[config.mk]
export PLATFORM = sky130hd
export DESIGN_NAME = scanline_coverage_resolve
export DESIGN_NICKNAME = d
export VERILOG_FILES = /design/src/rtl/scr_pkg.sv /design/src/rtl/scanline_coverage_resolve.sv /design/src/rtl/scr_front.sv /design/src/rtl/scr_queue.sv /design/src/rtl/scr_resolve.sv
export SDC_FILE = /design/constraint.sdc
export NUM_CORES = 1
export LEC_CHECK = 0
export ABC_AREA = 1
export BUFFER_PORTS_ARGS = -buffer_cell sky130_fd_sc_hd__buf_2
export CAP_MARGIN = 0
export CORE_ASPECT_RATIO = 1.75
export CORE_UTILIZATION = 50
export DETAILED_ROUTE_END_ITERATION = 7
export GPL_TIMING_DRIVEN = 0
export PLACE_DENSITY = 0.76
export SETUP_SLACK_MARGIN = 0.02
export SLEW_MARGIN = 20
export SYNTH_ARGS = -nofsm -noshare
export SYNTH_HDL_FRONTEND = slang
export SYNTH_SLANG_ARGS = --single-unit
[constraint.sdc]
create_clock -name clk -period 5.53 [get_ports clk]
set_input_delay 1.659 -clock clk [delete_from_list [all_inputs] [get_ports clk]]
set_output_delay 1.659 -clock clk [all_outputs]
set_load 0.01 [all_outputs]
[src/rtl/scr_pkg.sv]
// Shared types, register codes and helpers for the scanline coverage resolver.
`default_nettype none

package scr_pkg;

    // Register indexes on the configuration port.
    localparam logic [1:0] REG_ROW_WIDTH    = 2'd0;
    localparam logic [1:0] REG_FRAME_HEIGHT = 2'd1;
    localparam logic [1:0] REG_COV_SCALE    = 2'd2;
    localparam logic [1:0] REG_RESOLVE_MODE = 2'd3;

    // Fill rule codes; the unused code behaves as nonzero.
    localparam logic [1:0] MODE_DIRECT  = 2'd0;
    localparam logic [1:0] MODE_NONZERO = 2'd1;
    localparam logic [1:0] MODE_EVENODD = 2'd2;

    // Field widths.
    localparam int DIM_W   = 13;
    localparam int SCALE_W = 31;
    localparam int SUM_W   = 32;
    localparam int MODE_W  = 2;

    // Size arithmetic is done at 17 bits, enough for a limit of 65536.
    localparam int SIZE_W = 17;

    // Queue between the accumulator and the resolve unit.
    localparam int QUEUE_DEPTH = 2;
    localparam int QPTR_W      = (QUEUE_DEPTH > 1) ? $clog2(QUEUE_DEPTH) : 1;
    localparam int QCNT_W      = $clog2(QUEUE_DEPTH + 1);

    // One accumulated cell waiting to be resolved.
    typedef struct packed {
        logic [SUM_W-1:0] sum;
        logic             row_end;
        logic             frame_end;
    } scr_entry_t;

    // Zero counts as one, anything above the limit saturates to the limit.
    function automatic logic [SIZE_W-1:0] eff_size(
        input logic [DIM_W-1:0]  v,
        input logic [SIZE_W-1:0] limit
    );
        logic [SIZE_W-1:0] ext;
        ext = SIZE_W'(v);
        if (ext == '0)
        begin
            return SIZE_W'(1);
        end
        else if (ext > limit)
        begin
            return limit;
        end
        return ext;
    endfunction

endpackage

`default_nettype wire

[src/rtl/scanline_coverage_resolve.sv]
// Top level: configuration registers, front end, queue and resolve unit.
//
//   Channel   Direction  Handshake             Word
//   input     in         in_valid / in_ready   delta (32-bit signed)
//   output    out        out_valid / out_ready coverage, last_in_row, last_in_frame
//   config    in         APB psel/penable      row_width, frame_height,
//                                              coverage_scale, resolve_mode
//
// The front end takes one delta word per cycle while the two-entry queue has room.
// The resolve unit takes a new word only after the last one is loaded into the output register.
// In even-odd mode with a nonzero scale a bit-serial remainder runs 32 steps first; other modes skip it.
// Reset clears the row sum, the position counters, the queue and the output valid flag;
// no clearing pass follows. Either side may stall; the queue and output register
// absorb the difference.
`default_nettype none

module scanline_coverage_resolve #(
    parameter int MAX_WIDTH  = 4096,
    parameter int MAX_HEIGHT = 4096
) (
    input  wire logic                          clk,
    input  wire logic                          rst_n,
    input  wire logic                          psel,
    input  wire logic                          penable,
    input  wire logic                          pwrite,
    input  wire logic [3:0]                    paddr,
    input  wire logic [31:0]                   pwdata,
    output logic [31:0]                        prdata,
    output logic                               pready,
    input  wire logic signed [31:0]            delta,
    input  wire logic                          in_valid,
    output logic                               in_ready,
    output logic [30:0]                        coverage,
    output logic                               last_in_row,
    output logic                               last_in_frame,
    output logic                               out_valid,
    input  wire logic                          out_ready
);
    import scr_pkg::*;

    logic [DIM_W-1:0]   row_width_reg;
    logic [DIM_W-1:0]   frame_height_reg;
    logic [SCALE_W-1:0] scale_reg;
    logic [MODE_W-1:0]  mode_reg;
    logic               cfg_write;

    logic               q_full;
    logic               q_push;
    logic               q_pop;
    logic               q_not_empty;
    scr_entry_t         q_entry;
    scr_entry_t         q_head;

    // Register port.
    assign pready    = 1'b1;
    assign cfg_write = psel && penable && pwrite;

    always_ff @(posedge clk or negedge rst_n)
    begin
        if (!rst_n)
        begin
            row_width_reg    <= DIM_W'(1);
            frame_height_reg <= DIM_W'(1);
            scale_reg        <= SCALE_W'(131072);
            mode_reg         <= MODE_NONZERO;
        end
        else if (cfg_write)
        begin
            unique case (paddr[3:2])
                REG_ROW_WIDTH:    row_width_reg    <= pwdata[DIM_W-1:0];
                REG_FRAME_HEIGHT: frame_height_reg <= pwdata[DIM_W-1:0];
                REG_COV_SCALE:    scale_reg        <= pwdata[SCALE_W-1:0];
                REG_RESOLVE_MODE: mode_reg         <= pwdata[MODE_W-1:0];
                default:          mode_reg         <= mode_reg;
            endcase
        end
    end

    always_comb
    begin
        unique case (paddr[3:2])
            REG_ROW_WIDTH:    prdata = 32'(row_width_reg);
            REG_FRAME_HEIGHT: prdata = 32'(frame_height_reg);
            REG_COV_SCALE:    prdata = 32'(scale_reg);
            REG_RESOLVE_MODE: prdata = 32'(mode_reg);
            default:          prdata = '0;
        endcase
    end

    // Accumulator and position tracking.
    scr_front #(
        .MAX_WIDTH  (MAX_WIDTH),
        .MAX_HEIGHT (MAX_HEIGHT)
    ) u_front (
        .clk          (clk),
        .rst_n        (rst_n),
        .delta        (delta),
        .in_valid     (in_valid),
        .in_ready     (in_ready),
        .row_width    (row_width_reg),
        .frame_height (frame_height_reg),
        .q_full       (q_full),
        .q_push       (q_push),
        .q_entry      (q_entry)
    );

    // Decoupling queue.
    scr_queue u_queue (
        .clk        (clk),
        .rst_n      (rst_n),
        .push       (q_push),
        .push_entry (q_entry),
        .pop        (q_pop),
        .full       (q_full),
        .not_empty  (q_not_empty),
        .head       (q_head)
    );

    // Fill rule resolution and output register.
    scr_resolve u_resolve (
        .clk            (clk),
        .rst_n          (rst_n),
        .q_not_empty    (q_not_empty),
        .q_head         (q_head),
        .q_pop          (q_pop),
        .coverage_scale (scale_reg),
        .resolve_mode   (mode_reg),
        .coverage       (coverage),
        .last_in_row    (last_in_row),
        .last_in_frame  (last_in_frame),
        .out_valid      (out_valid),
        .out_ready      (out_ready)
    );

endmodule

`default_nettype wire

[src/rtl/scr_front.sv]
// Front end: accepts delta words, keeps the row sum and the raster position.
`default_nettype none

module scr_front #(
    parameter int MAX_WIDTH  = 4096,
    parameter int MAX_HEIGHT = 4096
) (
    input  wire logic                        clk,
    input  wire logic                        rst_n,
    input  wire logic [scr_pkg::SUM_W-1:0]   delta,
    input  wire logic                        in_valid,
    output logic                             in_ready,
    input  wire logic [scr_pkg::DIM_W-1:0]   row_width,
    input  wire logic [scr_pkg::DIM_W-1:0]   frame_height,
    input  wire logic                        q_full,
    output logic                             q_push,
    output scr_pkg::scr_entry_t              q_entry
);
    import scr_pkg::*;

    localparam int COL_W = (MAX_WIDTH > 1) ? $clog2(MAX_WIDTH) : 1;
    localparam int ROW_W = (MAX_HEIGHT > 1) ? $clog2(MAX_HEIGHT) : 1;

    logic [SUM_W-1:0]  sum_reg, sum_next;
    logic [COL_W-1:0]  col_reg, col_next;
    logic [ROW_W-1:0]  row_reg, row_next;
    logic [SIZE_W-1:0] width_m1;
    logic [SIZE_W-1:0] height_m1;
    logic [SUM_W-1:0]  sum_new;
    logic              row_end;
    logic              frame_end;

    // Last column and last row of the frame as configured.
    assign width_m1  = eff_size(row_width, SIZE_W'(MAX_WIDTH)) - SIZE_W'(1);
    assign height_m1 = eff_size(frame_height, SIZE_W'(MAX_HEIGHT)) - SIZE_W'(1);

    // Accumulate and classify the incoming word.
    assign sum_new   = sum_reg + delta;
    assign row_end   = SIZE_W'(col_reg) >= width_m1;
    assign frame_end = row_end && (SIZE_W'(row_reg) >= height_m1);

    assign in_ready          = !q_full;
    assign q_push            = in_valid && !q_full;
    assign q_entry.sum       = sum_new;
    assign q_entry.row_end   = row_end;
    assign q_entry.frame_end = frame_end;

    // Position and sum update for an accepted word.
    always_comb
    begin
        sum_next = sum_reg;
        col_next = col_reg;
        row_next = row_reg;
        if (q_push)
        begin
            if (row_end)
            begin
                sum_next = '0;
                col_next = '0;
                row_next = frame_end ? '0 : row_reg + ROW_W'(1);
            end
            else
            begin
                sum_next = sum_new;
                col_next = col_reg + COL_W'(1);
            end
        end
    end

    always_ff @(posedge clk or negedge rst_n)
    begin
        if (!rst_n)
        begin
            sum_reg <= '0;
            col_reg <= '0;
            row_reg <= '0;
        end
        else
        begin
            sum_reg <= sum_next;
            col_reg <= col_next;
            row_reg <= row_next;
        end
    end

endmodule

`default_nettype wire

[src/rtl/scr_queue.sv]
// Short first-in first-out queue between the front end and the resolve unit.
`default_nettype none

module scr_queue (
    input  wire logic                clk,
    input  wire logic                rst_n,
    input  wire logic                push,
    input  wire scr_pkg::scr_entry_t push_entry,
    input  wire logic                pop,
    output logic                     full,
    output logic                     not_empty,
    output scr_pkg::scr_entry_t      head
);
    import scr_pkg::*;

    scr_entry_t        mem_reg [QUEUE_DEPTH];
    logic [QPTR_W-1:0] wr_ptr_reg, wr_ptr_next;
    logic [QPTR_W-1:0] rd_ptr_reg, rd_ptr_next;
    logic [QCNT_W-1:0] count_reg, count_next;

    assign full      = count_reg == QCNT_W'(QUEUE_DEPTH);
    assign not_empty = count_reg != '0;
    assign head      = mem_reg[rd_ptr_reg];

    // Pointer and fill count update.
    always_comb
    begin
        wr_ptr_next = wr_ptr_reg;
        rd_ptr_next = rd_ptr_reg;
        count_next  = count_reg;
        if (push)
        begin
            wr_ptr_next = (wr_ptr_reg == QPTR_W'(QUEUE_DEPTH - 1)) ? '0
                                                                   : wr_ptr_reg + QPTR_W'(1);
        end
        if (pop)
        begin
            rd_ptr_next = (rd_ptr_reg == QPTR_W'(QUEUE_DEPTH - 1)) ? '0
                                                                   : rd_ptr_reg + QPTR_W'(1);
        end
        if (push && !pop)
        begin
            count_next = count_reg + QCNT_W'(1);
        end
        else if (pop && !push)
        begin
            count_next = count_reg - QCNT_W'(1);
        end
    end

    always_ff @(posedge clk or negedge rst_n)
    begin
        if (!rst_n)
        begin
            wr_ptr_reg <= '0;
            rd_ptr_reg <= '0;
            count_reg  <= '0;
        end
        else
        begin
            wr_ptr_reg <= wr_ptr_next;
            rd_ptr_reg <= rd_ptr_next;
            count_reg  <= count_next;
        end
    end

    // Entry storage needs no reset.
    always_ff @(posedge clk)
    begin
        if (push)
        begin
            mem_reg[wr_ptr_reg] <= push_entry;
        end
    end

endmodule

`default_nettype wire

[src/rtl/scr_resolve.sv]
// Back end: resolves a row sum by the fill rule and holds the output word.
`default_nettype none

module scr_resolve (
    input  wire logic                          clk,
    input  wire logic                          rst_n,
    input  wire logic                          q_not_empty,
    input  wire scr_pkg::scr_entry_t           q_head,
    output logic                               q_pop,
    input  wire logic [scr_pkg::SCALE_W-1:0]   coverage_scale,
    input  wire logic [scr_pkg::MODE_W-1:0]    resolve_mode,
    output logic [scr_pkg::SCALE_W-1:0]        coverage,
    output logic                               last_in_row,
    output logic                               last_in_frame,
    output logic                               out_valid,
    input  wire logic                          out_ready
);
    import scr_pkg::*;

    localparam logic [1:0] ST_IDLE = 2'd0;
    localparam logic [1:0] ST_DIV  = 2'd1;
    localparam logic [1:0] ST_DONE = 2'd2;

    localparam int STEP_W = $clog2(SUM_W);

    logic [1:0]         state_reg, state_next;
    logic [STEP_W-1:0]  step_reg, step_next;
    logic [SUM_W-1:0]   val_reg, val_next;
    logic [SUM_W-1:0]   quot_reg, quot_next;
    logic               row_end_reg, row_end_next;
    logic               frame_end_reg, frame_end_next;
    logic               out_valid_reg, out_valid_next;
    logic [SCALE_W-1:0] cov_reg, cov_next;
    logic               lir_reg, lir_next;
    logic               lif_reg, lif_next;

    logic [SUM_W-1:0]   period;
    logic [SUM_W-1:0]   scale_ext;
    logic               negative;
    logic [SUM_W-1:0]   magnitude;
    logic [SUM_W:0]     shifted;
    logic [SUM_W-1:0]   folded;
    logic [SCALE_W-1:0] capped;
    logic               load_out;

    assign period    = {coverage_scale, 1'b0};
    assign scale_ext = SUM_W'(coverage_scale);
    assign negative  = q_head.sum[SUM_W-1];
    assign magnitude = negative ? (~q_head.sum + SUM_W'(1)) : q_head.sum;

    // One restoring remainder step: bring in the next dividend bit.
    assign shifted = {val_reg, quot_reg[SUM_W-1]};

    // Fold back above the scale in even-odd mode, then cap at the scale.
    assign folded = ((resolve_mode == MODE_EVENODD) && (val_reg > scale_ext))
                    ? period - val_reg : val_reg;
    assign capped = (folded > scale_ext) ? coverage_scale : folded[SCALE_W-1:0];

    assign q_pop    = (state_reg == ST_IDLE) && q_not_empty;
    assign load_out = (state_reg == ST_DONE) && (!out_valid_reg || out_ready);

    // Sequencer for one queued sum.
    always_comb
    begin
        state_next     = state_reg;
        step_next      = step_reg;
        val_next       = val_reg;
        quot_next      = quot_reg;
        row_end_next   = row_end_reg;
        frame_end_next = frame_end_reg;
        unique case (state_reg)
            ST_IDLE:
            begin
                if (q_pop)
                begin
                    row_end_next   = q_head.row_end;
                    frame_end_next = q_head.frame_end;
                    step_next      = '0;
                    quot_next      = magnitude;
                    state_next     = ST_DONE;
                    if (resolve_mode == MODE_DIRECT)
                    begin
                        val_next = negative ? '0 : q_head.sum;
                    end
                    else if (resolve_mode == MODE_EVENODD)
                    begin
                        val_next = '0;
                        if (coverage_scale != '0)
                        begin
                            state_next = ST_DIV;
                        end
                    end
                    else
                    begin
                        val_next = magnitude;
                    end
                end
            end
            ST_DIV:
            begin
                if (shifted >= {1'b0, period})
                begin
                    val_next = SUM_W'(shifted - {1'b0, period});
                end
                else
                begin
                    val_next = shifted[SUM_W-1:0];
                end
                quot_next = {quot_reg[SUM_W-2:0], 1'b0};
                step_next = step_reg + STEP_W'(1);
                if (step_reg == STEP_W'(SUM_W - 1))
                begin
                    state_next = ST_DONE;
                end
            end
            ST_DONE:
            begin
                if (load_out)
                begin
                    state_next = ST_IDLE;
                end
            end
            default:
            begin
                state_next = ST_IDLE;
            end
        endcase
    end

    // Output word register.
    always_comb
    begin
        out_valid_next = out_valid_reg;
        cov_next       = cov_reg;
        lir_next       = lir_reg;
        lif_next       = lif_reg;
        if (load_out)
        begin
            out_valid_next = 1'b1;
            cov_next       = capped;
            lir_next       = row_end_reg;
            lif_next       = frame_end_reg;
        end
        else if (out_ready)
        begin
            out_valid_next = 1'b0;
        end
    end

    always_ff @(posedge clk or negedge rst_n)
    begin
        if (!rst_n)
        begin
            state_reg     <= ST_IDLE;
            step_reg      <= '0;
            out_valid_reg <= 1'b0;
        end
        else
        begin
            state_reg     <= state_next;
            step_reg      <= step_next;
            out_valid_reg <= out_valid_next;
        end
    end

    always_ff @(posedge clk)
    begin
        val_reg       <= val_next;
        quot_reg      <= quot_next;
        row_end_reg   <= row_end_next;
        frame_end_reg <= frame_end_next;
        cov_reg       <= cov_next;
        lir_reg       <= lir_next;
        lif_reg       <= lif_next;
    end

    assign coverage      = cov_reg;
    assign last_in_row   = lir_reg;
    assign last_in_frame = lif_reg;
    assign out_valid     = out_valid_reg;

endmodule

`default_nettype wire

==> qor.csv, run 1 <==
metric;value;unit
status;complete, no violations;
nFillCells;4098;
grt_overflow_total;0;
p_comb_share;60.5;%
p_seq_share;26.0;%
drv_cap;0;
drc;0;
synth_edf_count;167;
ant_nets;0;
cts_tree;yes;
synthArstFlopShare;43.2;%
drt-initial-drc-count;1322;
dpl.cell_count;3601;
initial_core_util;50.9;%
drive_gt1_share;10.6;%
p_int;8230;uW
cts_buffers;30;
ioPinCount;143;
synth_ff_type;edfxtp_1;
area_delta_synth_final;12.5;%
io_buffer_count;137;
reg2reg_slack;0.36;ns
vias;20566;
fin_cells;3659;
layout_common_cells;nand2_1, inv_1, nor2_1, o21ai_0, a21oi_1;
cp_slowest_cell;edfxtp_1;
grt_pass1_wl;114000;um
cts_hold_buf;0;
power.switching;8360;uW
die-width;160;um
synth_largest_area_cell;edfxtp_1;
period_minus_slack;5.17;ns
holdPathStages;0;
layout_commonest_cell;nand2_1;
insertion_delay;0.60;ns
place_congestion;1.03;
grt_pass1_vias;21169;
core;42800;sq um
synth-seq-cells;294;
cp_common_cell;nand2_1;
synth.top_cells.by_area;edfxtp_1, dfrtp_1, nand2_1, ha_1, inv_1;
cp_slowest_stage_delay;0.46;ns
n_antenna_cell;0;
hold_viol_final;0;
hpwlAfterDp;60300;um
synth_top_area_share;23.0;%
rows;100;
hp-class;register to register;
cp_max_fo;10;
grt_util_all_layers;33.2;%
finalCritPeriodShare;93.5;%
rr_worst_depth;33;
cts_root_buf;clkbuf_16;
path_class;register to register;
via_per_inst;5.62;
clk_pin_slew_worst_paths;0.07;ns
first_pass_iters;6;
yosysSeqAreaShare;37.6;%
switching_share;50.4;%
wl_per_cell;20.1;um
largest_reg_flops;68;
clk_path_buf_depth;3;
cts_sinks;294;
slew_viol_final;0;
crit_path_end_kind;register;
crit_arrival;5.50;ns
syn-instance-count;2897;
die-area;44500;sq um
nets;3306;
setup_violations;0;
fmax;193;MHz
fin_hold_ws;0.448;ns
cp_data_required_time;5.87;ns
slew_headroom;21.3;%
syn_nets;3129;
yosysWarnings;0;
tightest_slew;1.17;ns
max-vdd-ir-drop;432;uV
finalWirelength;73600;um
clkPwrFrac;13.4;%
startpoint_type;register;
antenna_found_initial;0;
fin_worst_skew;0.0146;ns
die_h;278;um
grt_max_degree;87;
htreeDepth;1;
synth_area_per_cell;7.52;sq um
power_density;677;nW/um^2
leakagePower;0.0117;uW
synth_cell_types;66;
synth_area;21800;sq um
## routing by layer
metal  wire [um]  global-route usage, %  up-vias
li1            -                      -    10011
met2       38900                   63.6      738
met5           0                      0        -
met4        6260                   25.1        0
met1       25300                   33.0     9532
met3        3110                   2.68      285
## worst paths after layout
check                                                 from                         endpoint
setup / recovery            u_resolve.val_reg[0]$_DFFE_PP_  u_resolve.coverage[0]$_DFFE_PP_
hold / removal             u_resolve.row_end_reg$_DFFE_PP_  u_resolve.last_in_row$_DFFE_PP_
setup reg to reg            u_resolve.val_reg[0]$_DFFE_PP_  u_resolve.coverage[0]$_DFFE_PP_
hold reg to reg            u_resolve.row_end_reg$_DFFE_PP_  u_resolve.last_in_row$_DFFE_PP_
max in group asynchronous                            rst_n        scale_reg[30]$_DFFE_PN0P_
min in group asynchronous                            rst_n     row_width_reg[3]$_DFFE_PN0P_
## worst max-delay path, delay by kind of cell, from the launching register on
kind	cells	cell delay, ns
AOI/OAI and AO/OA	3	0.42
adders and majority gates	3	0.97
buffers and inverters	4	0.69
DFF	1	0.46
and+or+nand+nor	23	2.34
## power groups by stage
stage	Sequential (uW)	Clock [uW]	Combinational, uW
2_1_floorplan	4220	0	6780
6_report	4320	2230	10000
4_1_cts	4300	2260	9860
3_5_place_dp	4340	0	9790
3_3_place_gp	4370	0	9500
5_1_grt	4400	2330	11100
## cell families after synthesis
family          count (synthesis)  share of synthesized area [%]
simple gates                 1315                           25.3
compound gates                562                           14.6
buf+inv                       439                           8.19
flops                         294                           37.6
fa+ha+maj                     157                           9.12
xor+xnor                      128                           5.14
other cells                     2                         0.0345
## synthesized netlist by cell type (5+ instances only)
master / count
buf_6: 8
o21ai_1: 27
nand4_1: 41
edfxtp_1: 167
nand3_2: 5
o21ai_2: 17
clkbuf_1: 39
a31oi_1: 17
nand2_1: 774
buf_4: 6
o211ai_1: 25
a21boi_0: 9
nand2_2: 12
nor2_2: 10
o22ai_1: 8
nor4_1: 14
inv_2: 9
a21o_1: 19
nor2_1: 256
buf_2: 23
xnor2_1: 47
a21oi_1: 189
nand3_1: 131
o2111ai_1: 7
ha_1: 154
or2_1: 5
o21bai_1: 15
nor3_1: 44
o21ai_0: 205
xor2_1: 81
inv_1: 345
dfrtp_1: 123
## timing repair
item                                    4_1_cts  5_1_grt
buffers inserted                              0        2
hold endpoints to repair                      0        0
gates resized for setup                       2       24
pin swaps                                     0        1
endpoints found under the setup margin       30       31
## final cells by class
class / instances / area [sq um] / share of cell area (%)
plain buffers: 80 / 440 / 1.80
repair buffers: 145 / 861 / 3.51
multi-input cells: 2164 / 11900 / 48.5
clock inverters: 25 / 300 / 1.23
clock buffers: 31 / 776 / 3.17
well taps: 561 / 702 / 2.86
flip-flops and latches: 294 / 8200 / 33.4
inverters: 359 / 1360 / 5.53
## metrics by stage
step                      setup TNS (ns)  power (uW)  instance area [sq um]  worst slack (ns)  util, %
after detailed placement           -1.11       14100                  23400           -0.0876     54.6
final                                  0       16600                  24500             0.362     57.3
after global routing             -0.0212       17800                  24500           -0.0118     57.3
after floorplan                        0       11000                  21800              1.43        -
after global placement           -0.0512       13900                  23200           -0.0427     54.2
after CTS                              0       16400                  24500            0.0367     57.1
No activity file was read; power rests on OpenSTA's default activity.
==> run 2, diff against run 1 <==
--- a/config.mk
+++ b/config.mk
@@ -10,6 +10,7 @@
 export CAP_MARGIN = 0
 export CORE_ASPECT_RATIO = 1.75
 export CORE_UTILIZATION = 50
+export CTS_BUF_LIST = sky130_fd_sc_hd__clkbuf_8
 export DETAILED_ROUTE_END_ITERATION = 7
 export GPL_TIMING_DRIVEN = 0
 export PLACE_DENSITY = 0.76
==> run 2 against run 1 <==
Net effect:
- via count up 0.68%
- clock skew up 0.022 ns
- critical path depth down 1
- utilization down 0.099 points
- worst setup slack worse by 0.074 ns
- highest routed layer unchanged
- critical endpoint is now u_resolve.coverage[20]$_DFFE_PP_
- clock-buffer cell count up 22
- sequential share of layout area up 0.058 points
- non-clock buffer count unchanged
==> qor.csv, run 2 (same netlist as run 1, synthesis figures left out) <==
metric;value;unit
multi_input_area;11900;sq um
cp_slowest_stage_delay;0.56;ns
initial_core_util;50.9;%
crit_path_end_kind;register;
ant_nets;0;
ioPinCount;143;
largest_reg_flops;68;
place_area;23400;sq um
grt_overflow_total;0;
dpl.cell_count;3601;
grt_max_degree;87;
drive_gt1_share;11.0;%
nets;3320;
fin_cells;3685;
drc;0;
fin_hold_ws;0.434;ns
wl_per_cell;20.0;um
power.total;16500;uW
antenna_found_initial;1;
setup_violations;0;
drv_cap;0;
startpoint_type;register;
layout_commonest_cell;nand2_1;
min_from;u_resolve.row_end_reg$_DFFE_PP_;
via_per_inst;5.62;
core;42800;sq um
finalWirelength;73900;um
r2r_start;scale_reg[17]$_DFFE_PN1P_;
layout_common_cells;nand2_1, inv_1, nor2_1, o21ai_0, a21oi_1;
nFillCells;4112;
die-area;44500;sq um
reg2reg_slack;0.29;ns
crit_arrival;5.56;ns
critPathLaunch;scale_reg[17]$_DFFE_PN1P_;
hp-class;register to register;
die-width;160;um
rr_worst_depth;32;
max-vdd-ir-drop;341;uV
leakagePower;0.0118;uW
holdPathEnd;u_resolve.last_in_row$_DFFE_PP_;
first_pass_iters;6;
fin_area;24500;sq um
cp_slowest_cell;dfstp_2;
drt-initial-drc-count;1525;
grt_pass1_wl;114000;um
status;complete, no violations;
regArea;8200;sq um
clk_pin_slew_worst_paths;0.07;ns
htreeDepth;2;
holdPathStages;0;
cts_buffers;44;
power_density;674;nW/um^2
rsz0062_at_grt;no;
fin_util;57.2;%
cp_common_cell;nand2_1;
fmax;191;MHz
cts_root_buf;clkbuf_8;
cp_max_fo;10;
slew_viol_final;0;
grt_util_all_layers;33.4;%
cts_sinks;294;
place_congestion;1.03;
finalCritPeriodShare;94.8;%
rows;100;
clk_path_buf_depth;3;
insertion_delay;0.61;ns
vias;20705;
grt_pass1_vias;21262;
tightest_slew;1.11;ns
io_buffer_count;137;
period_minus_slack;5.24;ns
hold_viol_final;0;
cts_tree;yes;
area_delta_synth_final;12.3;%
cp_data_required_time;5.85;ns
fin_worst_skew;0.0362;ns
slew_headroom;25.0;%
path_class;register to register;
regToRegEndpoint;u_resolve.coverage[20]$_DFFE_PP_;
hpwlAfterDp;60300;um
die_h;278;um
==> run 2: cell types whose count changed in the layout (fill, tap and decap cells not counted), moves of 4 or more <==
cell and change:
clkinv_2 +4, clkbuf_8 +53, inv_1 +7, inv_6 -5, clkbuf_16 -31, clkinv_4 -4
==> run 2: critical path: cells and delay by family, from the launching register on <==
kind / cells / cell delay, ns
adder cells (fa/ha/maj): 2 / 0.61
buffers and inverters: 3 / 0.66
AND/OR/NAND/NOR: 20 / 1.98
flip-flops: 1 / 0.56
AO/OA/AOI/OAI: 7 / 1.15
==> run 2: report_power, final <==
| part | switching [uW] | internal, uW |
|---|---|---|
| combinational | 6790 | 3260 |
| sequential | 590 | 3730 |
| clock | 923 | 1200 |
| total | 8300 | 8190 |
==> run 2: per-layer routing <==
metal  up-vias  GRT usage [%]  routed length [um]
met5         -              0                   0
met4         0           25.4                6290
met3       270           2.98                3260
met2       795           64.0               39200
met1      9605           32.7               25100
li1      10035              -                   -
==> run 2: area by class of cell <==
class                   instances  area share [%]
multi-input cells            2164            48.5
flip-flops and latches        294            33.5
inverters                     359            5.54
repair buffers                145            3.52
clock buffers                  53            2.98
well taps                     561            2.87
plain buffers                  80            1.78
clock inverters                28            1.27
diodes                          1          0.0102
==> run 2: how the worst max path moves through the flow <==
stage                                       endpoint  cells after the start
floorplan                                 prdata[13]                      5
global placement    u_resolve.coverage[20]$_DFFE_PP_                     31
detailed placement  u_resolve.coverage[20]$_DFFE_PP_                     36
CTS                 u_resolve.coverage[20]$_DFFE_PP_                     33
global route         u_resolve.coverage[0]$_DFFE_PP_                     33
finish              u_resolve.coverage[20]$_DFFE_PP_                     32
==> run 2: timing repair <==
item,4_1_cts,5_1_grt
hold endpoints to repair,0,0
gates resized for setup,4,18
pin swaps,0,1
setup buffers,0,2
endpoints found under the setup margin,30,31
hold buffers,0,0
==> run 2: metrics by stage <==
step	TNS [ns]	setup WS, ns
after global placement	-0.0512	-0.0427
after global routing	0	0.000675
final	0	0.288
after floorplan	0	1.43
after CTS	0	0.143
after detailed placement	-1.11	-0.0876
